File: src/bfm_pkg.sv
// ----------------------------------------------------------------------------
// Brenner focus metric package
// Widths, reset values, register indexes and the queue status type shared by the
// front end, the job queue and the normalizer.
// ----------------------------------------------------------------------------
package bfm_pkg;

  localparam int PIX_W    = 8;
  localparam int REG_W    = 13;
  localparam int SUM_W    = 40;
  localparam int METRIC_W = 26;
  localparam int FRAC_W   = 16;
  localparam int INT_W    = METRIC_W - FRAC_W;
  localparam int SCALE_W  = 10;
  localparam int NUM_W    = SUM_W + SCALE_W;
  localparam int SQ_W     = 2 * PIX_W;

  localparam int MAX_DIMENSION_DEF = 4096;
  localparam int QUEUE_DEPTH_DEF   = 2;

  localparam logic [REG_W-1:0] WIDTH_RESET  = 13'd640;
  localparam logic [REG_W-1:0] HEIGHT_RESET = 13'd480;

  // 255 squared, the full-scale squared difference.
  localparam logic [15:0] FULL_SCALE_SQ = 16'd65025;
  // Metric scale factor.
  localparam logic [SCALE_W-1:0] METRIC_SCALE = 10'd1000;

  typedef enum logic [0:0] {
    REG_FRAME_WIDTH  = 1'b0,
    REG_FRAME_HEIGHT = 1'b1
  } cfg_reg_t;

  // Queue status seen by the input stall logic and the back end.
  typedef struct packed {
    logic full;
    logic empty;
  } queue_status_t;

endpackage

File: src/bfm_front.sv
// ----------------------------------------------------------------------------
// Brenner focus metric front end
// Holds the frame size registers, tracks row and column, accumulates the
// squared two-apart differences and issues one job per finished frame.
// ----------------------------------------------------------------------------
module bfm_front #(
  parameter int MAX_DIMENSION = bfm_pkg::MAX_DIMENSION_DEF,
  parameter int DIM_W         = $clog2(MAX_DIMENSION + 1)
) (
  input  logic                        clk,
  input  logic                        rst_n,
  input  logic                        cfg_write_en,
  input  logic [0:0]                  cfg_index,
  input  logic [bfm_pkg::REG_W-1:0]   cfg_data,
  input  logic                        pix_accept,
  input  logic [bfm_pkg::PIX_W-1:0]   pix,
  output logic                        job_push,
  output logic [bfm_pkg::SUM_W-1:0]   job_sum,
  output logic [DIM_W-1:0]            job_width,
  output logic [DIM_W-1:0]            job_height
);

  localparam int CNT_W = $clog2(MAX_DIMENSION);
  localparam int CMP_W = DIM_W + 1;
  localparam int EXT_W = (DIM_W > bfm_pkg::REG_W) ? DIM_W : bfm_pkg::REG_W;

  logic [bfm_pkg::REG_W-1:0] width_r, width_nxt;
  logic [bfm_pkg::REG_W-1:0] height_r, height_nxt;
  logic [bfm_pkg::PIX_W-1:0] prev0_r, prev0_nxt;
  logic [bfm_pkg::PIX_W-1:0] prev1_r, prev1_nxt;
  logic [CNT_W-1:0]          col_r, col_nxt;
  logic [CNT_W-1:0]          row_r, row_nxt;
  logic [bfm_pkg::SUM_W-1:0] sum_r, sum_nxt;

  logic [DIM_W-1:0]          eff_w, eff_h;
  logic [bfm_pkg::PIX_W-1:0] diff;
  logic [bfm_pkg::SQ_W-1:0]  sq;
  logic [bfm_pkg::SUM_W:0]   sum_add;
  logic [bfm_pkg::SUM_W-1:0] sum_sat;
  logic                      col_end, row_end;

  // Clamp a register value into 1..MAX_DIMENSION.
  function automatic logic [DIM_W-1:0] clamp_dim(input logic [bfm_pkg::REG_W-1:0] v);
    logic [DIM_W-1:0] res;
    if (v == '0) begin
      res = DIM_W'(1);
    end else if (EXT_W'(v) > EXT_W'(MAX_DIMENSION)) begin
      res = DIM_W'(MAX_DIMENSION);
    end else begin
      res = DIM_W'(v);
    end
    return res;
  endfunction

  always_comb begin
    eff_w   = clamp_dim(width_r);
    eff_h   = clamp_dim(height_r);
    diff    = (pix >= prev1_r) ? (pix - prev1_r) : (prev1_r - pix);
    sq      = bfm_pkg::SQ_W'(diff) * bfm_pkg::SQ_W'(diff);
    sum_add = {1'b0, sum_r} + (bfm_pkg::SUM_W + 1)'(sq);
    sum_sat = sum_add[bfm_pkg::SUM_W] ? '1 : sum_add[bfm_pkg::SUM_W-1:0];
    col_end = (CMP_W'(col_r) + CMP_W'(1)) >= CMP_W'(eff_w);
    row_end = (CMP_W'(row_r) + CMP_W'(1)) >= CMP_W'(eff_h);
  end

  always_comb begin
    width_nxt  = width_r;
    height_nxt = height_r;
    prev0_nxt  = prev0_r;
    prev1_nxt  = prev1_r;
    col_nxt    = col_r;
    row_nxt    = row_r;
    sum_nxt    = sum_r;
    job_push   = 1'b0;
    job_sum    = sum_r;
    if (cfg_write_en) begin
      unique case (bfm_pkg::cfg_reg_t'(cfg_index))
        bfm_pkg::REG_FRAME_WIDTH:  width_nxt  = cfg_data;
        bfm_pkg::REG_FRAME_HEIGHT: height_nxt = cfg_data;
        default: ;
      endcase
    end
    if (pix_accept) begin
      if (col_r >= CNT_W'(2)) begin
        sum_nxt = sum_sat;
      end
      job_sum   = sum_nxt;
      prev1_nxt = prev0_r;
      prev0_nxt = pix;
      if (col_end) begin
        col_nxt   = '0;
        prev0_nxt = '0;
        prev1_nxt = '0;
        if (row_end) begin
          job_push = 1'b1;
          row_nxt  = '0;
          sum_nxt  = '0;
        end else begin
          row_nxt = row_r + CNT_W'(1);
        end
      end else begin
        col_nxt = col_r + CNT_W'(1);
      end
    end
  end

  assign job_width  = eff_w;
  assign job_height = eff_h;

  always_ff @(posedge clk) begin
    if (!rst_n) begin
      width_r  <= bfm_pkg::WIDTH_RESET;
      height_r <= bfm_pkg::HEIGHT_RESET;
      prev0_r  <= '0;
      prev1_r  <= '0;
      col_r    <= '0;
      row_r    <= '0;
      sum_r    <= '0;
    end else begin
      width_r  <= width_nxt;
      height_r <= height_nxt;
      prev0_r  <= prev0_nxt;
      prev1_r  <= prev1_nxt;
      col_r    <= col_nxt;
      row_r    <= row_nxt;
      sum_r    <= sum_nxt;
    end
  end

endmodule

File: src/bfm_queue.sv
// ----------------------------------------------------------------------------
// Brenner focus metric job queue
// Small first-in first-out buffer of finished-frame jobs between the pixel
// front end and the normalizer.
// ----------------------------------------------------------------------------
module bfm_queue #(
  parameter int DATA_W = 64,
  parameter int DEPTH  = bfm_pkg::QUEUE_DEPTH_DEF
) (
  input  logic                  clk,
  input  logic                  rst_n,
  input  logic                  push,
  input  logic [DATA_W-1:0]     push_data,
  input  logic                  pop,
  output logic [DATA_W-1:0]     pop_data,
  output bfm_pkg::queue_status_t status
);

  localparam int PTR_W = (DEPTH > 1) ? $clog2(DEPTH) : 1;
  localparam int CNT_W = $clog2(DEPTH + 1);

  logic [DATA_W-1:0] mem [DEPTH];
  logic [PTR_W-1:0]  wr_ptr_r, wr_ptr_nxt;
  logic [PTR_W-1:0]  rd_ptr_r, rd_ptr_nxt;
  logic [CNT_W-1:0]  count_r, count_nxt;

  function automatic logic [PTR_W-1:0] ptr_inc(input logic [PTR_W-1:0] p);
    return (p == PTR_W'(DEPTH - 1)) ? '0 : p + PTR_W'(1);
  endfunction

  always_comb begin
    wr_ptr_nxt = push ? ptr_inc(wr_ptr_r) : wr_ptr_r;
    rd_ptr_nxt = pop ? ptr_inc(rd_ptr_r) : rd_ptr_r;
    count_nxt  = count_r + CNT_W'(push) - CNT_W'(pop);
  end

  assign status.full  = (count_r == CNT_W'(DEPTH));
  assign status.empty = (count_r == '0);
  assign pop_data     = mem[rd_ptr_r];

  always_ff @(posedge clk) begin
    if (push) begin
      mem[wr_ptr_r] <= push_data;
    end
  end

  always_ff @(posedge clk) begin
    if (!rst_n) begin
      wr_ptr_r <= '0;
      rd_ptr_r <= '0;
      count_r  <= '0;
    end else begin
      wr_ptr_r <= wr_ptr_nxt;
      rd_ptr_r <= rd_ptr_nxt;
      count_r  <= count_nxt;
    end
  end

endmodule

File: src/bfm_back.sv
// ----------------------------------------------------------------------------
// Brenner focus metric normalizer
// Takes one job from the queue, scales the sum, divides by the frame energy
// one quotient bit per cycle or saturates, and holds the result until taken.
// ----------------------------------------------------------------------------
module bfm_back #(
  parameter int DIM_W = $clog2(bfm_pkg::MAX_DIMENSION_DEF + 1)
) (
  input  logic                          clk,
  input  logic                          rst_n,
  input  bfm_pkg::queue_status_t        q_status,
  input  logic [bfm_pkg::SUM_W-1:0]     job_sum,
  input  logic [DIM_W-1:0]              job_width,
  input  logic [DIM_W-1:0]              job_height,
  output logic                          job_pop,
  output logic                          out_valid,
  input  logic                          out_stall,
  output logic [bfm_pkg::SUM_W-1:0]     out_square_sum,
  output logic [bfm_pkg::METRIC_W-1:0]  out_focus_metric
);

  localparam int WH_W  = 2 * DIM_W;
  localparam int DEN_W = WH_W + 16;
  localparam int NUM_W = bfm_pkg::NUM_W;
  localparam int CMP_W = (DEN_W + bfm_pkg::INT_W > NUM_W) ? DEN_W + bfm_pkg::INT_W : NUM_W;
  localparam int MW    = bfm_pkg::METRIC_W;
  localparam int BIT_W = $clog2(MW);

  typedef enum logic [5:0] {
    ST_IDLE  = 6'b000001,
    ST_MUL   = 6'b000010,
    ST_SCALE = 6'b000100,
    ST_CHECK = 6'b001000,
    ST_DIV   = 6'b010000,
    ST_DONE  = 6'b100000
  } state_t;

  state_t                    state_r, state_nxt;
  logic [bfm_pkg::SUM_W-1:0] sum_r, sum_nxt;
  logic [DIM_W-1:0]          w_r, w_nxt;
  logic [DIM_W-1:0]          h_r, h_nxt;
  logic [WH_W-1:0]           wh_r, wh_nxt;
  logic [NUM_W-1:0]          num_r, num_nxt;
  logic [DEN_W-1:0]          den_r, den_nxt;
  logic [DEN_W-1:0]          rem_r, rem_nxt;
  logic [MW-1:0]             low_r, low_nxt;
  logic [MW-1:0]             quo_r, quo_nxt;
  logic [BIT_W-1:0]          bit_r, bit_nxt;

  logic [DEN_W:0]            trial;
  logic                      trial_ge;

  always_comb begin
    trial    = {rem_r, low_r[MW-1]};
    trial_ge = trial >= {1'b0, den_r};
  end

  always_comb begin
    state_nxt = state_r;
    sum_nxt   = sum_r;
    w_nxt     = w_r;
    h_nxt     = h_r;
    wh_nxt    = wh_r;
    num_nxt   = num_r;
    den_nxt   = den_r;
    rem_nxt   = rem_r;
    low_nxt   = low_r;
    quo_nxt   = quo_r;
    bit_nxt   = bit_r;
    job_pop   = 1'b0;
    unique case (state_r)
      ST_IDLE: begin
        if (!q_status.empty) begin
          job_pop   = 1'b1;
          sum_nxt   = job_sum;
          w_nxt     = job_width;
          h_nxt     = job_height;
          state_nxt = ST_MUL;
        end
      end
      ST_MUL: begin
        wh_nxt    = WH_W'(w_r) * WH_W'(h_r);
        num_nxt   = NUM_W'(sum_r) * NUM_W'(bfm_pkg::METRIC_SCALE);
        state_nxt = ST_SCALE;
      end
      ST_SCALE: begin
        den_nxt   = DEN_W'(wh_r) * DEN_W'(bfm_pkg::FULL_SCALE_SQ);
        state_nxt = ST_CHECK;
      end
      ST_CHECK: begin
        // An integer part of 2^INT_W or more saturates the metric.
        if (CMP_W'(num_r) >= (CMP_W'(den_r) << bfm_pkg::INT_W)) begin
          quo_nxt   = '1;
          state_nxt = ST_DONE;
        end else begin
          rem_nxt   = DEN_W'(num_r >> bfm_pkg::INT_W);
          low_nxt   = {num_r[bfm_pkg::INT_W-1:0], {bfm_pkg::FRAC_W{1'b0}}};
          quo_nxt   = '0;
          bit_nxt   = BIT_W'(MW - 1);
          state_nxt = ST_DIV;
        end
      end
      ST_DIV: begin
        rem_nxt = trial_ge ? DEN_W'(trial - {1'b0, den_r}) : DEN_W'(trial);
        quo_nxt = {quo_r[MW-2:0], trial_ge};
        low_nxt = {low_r[MW-2:0], 1'b0};
        bit_nxt = bit_r - BIT_W'(1);
        if (bit_r == '0) begin
          state_nxt = ST_DONE;
        end
      end
      ST_DONE: begin
        if (!out_stall) begin
          state_nxt = ST_IDLE;
        end
      end
      default: state_nxt = ST_IDLE;
    endcase
  end

  assign out_valid        = (state_r == ST_DONE);
  assign out_square_sum   = sum_r;
  assign out_focus_metric = quo_r;

  always_ff @(posedge clk) begin
    sum_r <= sum_nxt;
    w_r   <= w_nxt;
    h_r   <= h_nxt;
    wh_r  <= wh_nxt;
    num_r <= num_nxt;
    den_r <= den_nxt;
    rem_r <= rem_nxt;
    low_r <= low_nxt;
    quo_r <= quo_nxt;
    bit_r <= bit_nxt;
  end

  always_ff @(posedge clk) begin
    if (!rst_n) begin
      state_r <= ST_IDLE;
    end else begin
      state_r <= state_nxt;
    end
  end

endmodule

File: src/brenner_focus_metric.sv
// ----------------------------------------------------------------------------
// Brenner focus metric
// Throughput: one pixel per cycle while in_stall is low; the frame result rate
// is set by the bit-serial divider of the normalizer (26 quotient bits).
// Reset (synchronous, rst_n low) sets the frame to 640 x 480, clears the
// counters and the sum, and empties the job queue.
// ----------------------------------------------------------------------------
//
// Pixels arrive in raster order. The front end keeps the two previous pixels
// of the current row and adds the squared difference of each pixel and the
// one two columns back into a saturating 40-bit sum. At the end of a frame it
// pushes the sum and the clamped frame size into a short job queue and starts
// the next frame at once.
//
// The back end pops a job, forms sum*1000 and 65025*width*height in its
// multiply and scale states, checks for an integer part too wide for Q10.16,
// then runs a restoring divider that yields one quotient bit per cycle. The
// result is held on the output until the downstream side takes the request.
//
// Input requests are stalled only when the job queue is full, which can happen
// only with frames shorter than the normalizer's turnaround or an output stall.
// ----------------------------------------------------------------------------
module brenner_focus_metric #(
  parameter int MAX_DIMENSION = bfm_pkg::MAX_DIMENSION_DEF,
  parameter int QUEUE_DEPTH   = bfm_pkg::QUEUE_DEPTH_DEF
) (
  input  logic                          clk,
  input  logic                          rst_n,
  input  logic                          cfg_write_en,
  input  logic [0:0]                    cfg_index,
  input  logic [bfm_pkg::REG_W-1:0]     cfg_data,
  input  logic                          in_valid,
  output logic                          in_stall,
  input  logic [bfm_pkg::PIX_W-1:0]     in_gray_pixel,
  output logic                          out_valid,
  input  logic                          out_stall,
  output logic [bfm_pkg::SUM_W-1:0]     out_square_sum,
  output logic [bfm_pkg::METRIC_W-1:0]  out_focus_metric
);

  localparam int DIM_W = $clog2(MAX_DIMENSION + 1);
  localparam int JOB_W = bfm_pkg::SUM_W + 2 * DIM_W;

  logic                      pix_accept;
  logic                      job_push;
  logic [bfm_pkg::SUM_W-1:0] front_sum;
  logic [DIM_W-1:0]          front_width, front_height;
  logic [JOB_W-1:0]          push_data, pop_data;
  logic                      job_pop;
  bfm_pkg::queue_status_t    q_status;

  // A pixel request is taken whenever the queue has room for a frame job.
  assign in_stall   = q_status.full;
  assign pix_accept = in_valid && !q_status.full;

  bfm_front #(
    .MAX_DIMENSION (MAX_DIMENSION),
    .DIM_W         (DIM_W)
  ) u_front (
    .clk          (clk),
    .rst_n        (rst_n),
    .cfg_write_en (cfg_write_en),
    .cfg_index    (cfg_index),
    .cfg_data     (cfg_data),
    .pix_accept   (pix_accept),
    .pix          (in_gray_pixel),
    .job_push     (job_push),
    .job_sum      (front_sum),
    .job_width    (front_width),
    .job_height   (front_height)
  );

  assign push_data = {front_sum, front_width, front_height};

  bfm_queue #(
    .DATA_W (JOB_W),
    .DEPTH  (QUEUE_DEPTH)
  ) u_queue (
    .clk       (clk),
    .rst_n     (rst_n),
    .push      (job_push),
    .push_data (push_data),
    .pop       (job_pop),
    .pop_data  (pop_data),
    .status    (q_status)
  );

  bfm_back #(
    .DIM_W (DIM_W)
  ) u_back (
    .clk              (clk),
    .rst_n            (rst_n),
    .q_status         (q_status),
    .job_sum          (pop_data[JOB_W-1 -: bfm_pkg::SUM_W]),
    .job_width        (pop_data[2*DIM_W-1 -: DIM_W]),
    .job_height       (pop_data[DIM_W-1:0]),
    .job_pop          (job_pop),
    .out_valid        (out_valid),
    .out_stall        (out_stall),
    .out_square_sum   (out_square_sum),
    .out_focus_metric (out_focus_metric)
  );

endmodule
File: config.mk
export PLATFORM = sky130hd
export DESIGN_NAME = brenner_focus_metric
export DESIGN_NICKNAME = d
export VERILOG_FILES = /design/src/bfm_pkg.sv /design/src/bfm_front.sv /design/src/bfm_queue.sv /design/src/bfm_back.sv /design/src/brenner_focus_metric.sv
export SDC_FILE = /design/constraint.sdc
export NUM_CORES = 2
export LEC_CHECK = 0
export BUFFER_PORTS_ARGS = -buffer_cell sky130_fd_sc_hd__buf_2
export CAP_MARGIN = 0
export CORE_UTILIZATION = 40
export DETAILED_ROUTE_END_ITERATION = 7
export PLACE_DENSITY = 0.65
export SYNTH_ARGS = -nofsm -noshare
export SYNTH_HDL_FRONTEND = slang
export SYNTH_SLANG_ARGS = --single-unit
File: constraint.sdc
create_clock -name clk -period 11.15 [get_ports clk]
set_input_delay 2.23 -clock clk [delete_from_list [all_inputs] [get_ports clk]]
set_output_delay 2.23 -clock clk [all_outputs]
set_load 0.01 [all_outputs]
==> key figures <==
STA
  – Slew Limit Fails: 0
  – Worst clock skew: 0.0520 ns
  – Final hold violation count: 0
  – Final setup viols: 0
  – RSZ-0062 raised after global routing: false
  – Minimum clock period: between 9 and 10 ns
  – Final WS setup: 1.82 ns
  – FMAX: between 0.1 and 0.15 GHz
  – Actual slew at the worst max-slew pin: 1.16 ns
  – Rel. slew slack: 0.224
  – Final period util: 0.837
  – Setup TNS: 0 ns

Job
  – Max Cap Violations: 0

Setup path
  – Worst r2r src: u_front.prev1_r[0]
  – Most frequent cell on the critical path: inv_1
  – R2r endpoint: u_front.sum_r[22]
  – Critical Path End Type: flip-flop
  – CP Launch Type: input port
  – Slowest stage delay, CP: 0.59 ns
  – Largest fanout on the critical path: 16
  – R2R setup slack: roughly 3.2 ns
  – Worst r2r path cells: 30
  – Critical Path RT: 11.66 ns
  – Slowest stage cell on the critical path: nand2_1
  – Crit Path Category: input port to flip-flop
  – Arr. time, crit path: slightly below 10 ns

Routing
  – Pre-antenna DRT Iters: 8
  – Routed Wire Length: about 94000 um
  – Routed Antenna Nets: 0
  – DR iter-0 viols: 1526
  – Vias: 28500
  – Drt drc: 15
  – Vias per cell: between 5 and 6
  – Routed WL per cell: 17.2 um

Clocking
  – TritonCTS clock tree: built
  – Worst-path clk slew: 0.06 ns
  – Clock tree sinks: 509
  – CTS buffer count: 59
  – Clk buf depth: 3
  – PostCTS Resize Cnt: 0
  – Clock latency at the later pin of the worst-skew pair: 0.67 ns
  – Post-CTS setup buffers: 0
  – CTS Root Cell: clkbuf_16
  – # H-tree levels: 2
  – Hold-fix buffers at CTS: 0

Finish
  – Final Net Count: a little under 5000
  – Area occupied by multi-input gates: ~26000 um^2
  – Commonest cells after routing, fill and taps aside: ha_1, fa_1, inv_1
  – Layout cells sized above 1: 0.0873
  – Layout filler cell count: about 9800
  – P&R area growth vs syn: 9.30%
  – Reg area: between 10000 and 15000 um^2
  – Antenna cell count: 0
  – Commonest non-fill, non-tap cell in the layout: ha_1
  – Finished Layout Cells: 5436

Outcome
  – Outcome: finished with violations
  – Violated checks: DRC

Floorplan
  – Die H: 329 um
  – Die ar.: between 100000 and 150000 um^2
  – Placeable Area: about 110000 um^2
  – Die Width: 329 um
  – Num rows: ~120
  – Initial core utilization: 0.404
  – Boundary Pins: 95

Logic synthesis
  – Synth async-reset ratio: 0
  – Post-Syn Area: 42700 um^2
  – Avg Inst Size Synth: 10.8 um^2
  – Cells after Synth: 3939
  – Yosys top cell area share: 0.277
  – Synth area leader: edfxtp_1
  – Yosys synthesis warning count: 0
  – Post-synthesis register bit count: 509
  – Distinct cell type count after synthesis: between 90 and 100
  – Seq/Total Area, Yosys: 0.331
  – Syn nets: 4855
  – Number of enable flip-flop cells after synthesis: between 300 and 400
  – Synth top area cells: edfxtp_1, fa_1, ha_1
  – Post-synth top flop: edfxtp_1

Place
  – Port-buffer cells: 94
  – Placed instance count: 5324
  – Final GP Congestion: 0.881
  – DP Wirelength: 72800 um
  – DP Worst Slack: 1.14 ns

Global routing
  – Initial antenna violation count: 0
  – Total congestion overflow: 0
  – Largest net degree at the start of global routing: 93
  – First-pass GRT wire length: 153000 um
  – GRT Total Usage: 0.176
  – Number of global-route vias before repair: about 29000

Worst hold path
  – Hold Path End: u_front.prev0_r[7]
  – Hold path depth: 2
  – Hold Path Class: flip-flop to flip-flop
  – Hold path startpoint: u_front.prev0_r[7]
cell families after synthesis:
group,after synthesis,share of synthesized area
simple gates,959,0.107
fa+ha+maj,889,0.335
compound gates,771,0.118
buf+inv,542,0.0485
flops,509,0.331
xor+xnor,184,0.0378
mux,85,0.0220
registers in the layout, indices dropped and copies added, names as in the netlist, 12 cells and up:
signal,count
u_front.height_r,13
u_back.den_r,42
u_back.wh_r,26
u_front.row_r,12
u_queue.mem,132
u_back.h_r,13
u_back.out_square_sum,40
u_front.col_r,12
u_front.sum_r,40
u_back.w_r,13
u_back.rem_r,42
u_front.width_r,13
u_back.num_r,47
u_back.out_focus_metric,26
worst max-delay path: cells and delay by family:
kind / cells / cell delay, ns
simple gates: 6 / 1.45
mux: 2 / 0.59
fa+ha+maj: 6 / 2.76
buf+inv: 6 / 0.40
compound gates: 10 / 2.39
Yosys cell counts (43+ instances only):
library cell	count
xor2_1	59
nor2_1	178
and3_1	43
dfxtp_1	116
ha_1	468
a21o_1	130
a21oi_1	273
nand2_1	371
o21ai_0	128
edfxtp_1	393
mux2_2	69
and2_1	74
inv_1	419
nor3_1	46
fa_1	421
xnor2_1	125
clkbuf_1	95
nand3_1	73
final cells by class:
cell class,instances,share of cell area
clock inverter,49,0.0117
timing repair buffer,117,0.0138
sequential,509,0.303
multi-input combinational,2888,0.568
inverter,419,0.0338
tap,1391,0.0373
clock buffer,63,0.0320
layer usage:
layer,routed length (um),share of wire,track usage,up-vias
met5,0,0,0,-
met4,2240,0.024,0.0460,0
met3,5820,0.062,0.0408,132
met2,43600,0.46,0.291,562
met1,42100,0.45,0.232,14000
li1,-,-,-,13800
how the worst max path moves through the flow:
stage	start	to	slack [ns]	cells after the start
finish	in_gray_pixel[0]	u_front.sum_r[22]	1.82	30
global route	in_gray_pixel[0]	u_front.sum_r[27]	1.27	30
CTS	in_gray_pixel[0]	u_front.sum_r[22]	1.86	32
detailed placement	in_gray_pixel[0]	u_front.sum_r[22]	1.14	30
global placement	in_gray_pixel[0]	u_front.sum_r[36]	1.22	32
floorplan	in_gray_pixel[0]	u_queue.mem[0][65]	2.12	32
through the flow:
step / hold WS [ns] / instance area, um^2 / utilization
finish: 0.451 / 46600 / 0.442
global route: 0.480 / 46600 / 0.442
CTS: 0.451 / 46600 / 0.442
detailed placement: 0.443 / 44600 / 0.422
global placement: 0.439 / 44600 / 0.422
floorplan: 0.432 / 42700 / -
Power is left out: the tool's default activity adds up to more than one toggle a clock period on the data nets, which glitch-free logic cannot reach.
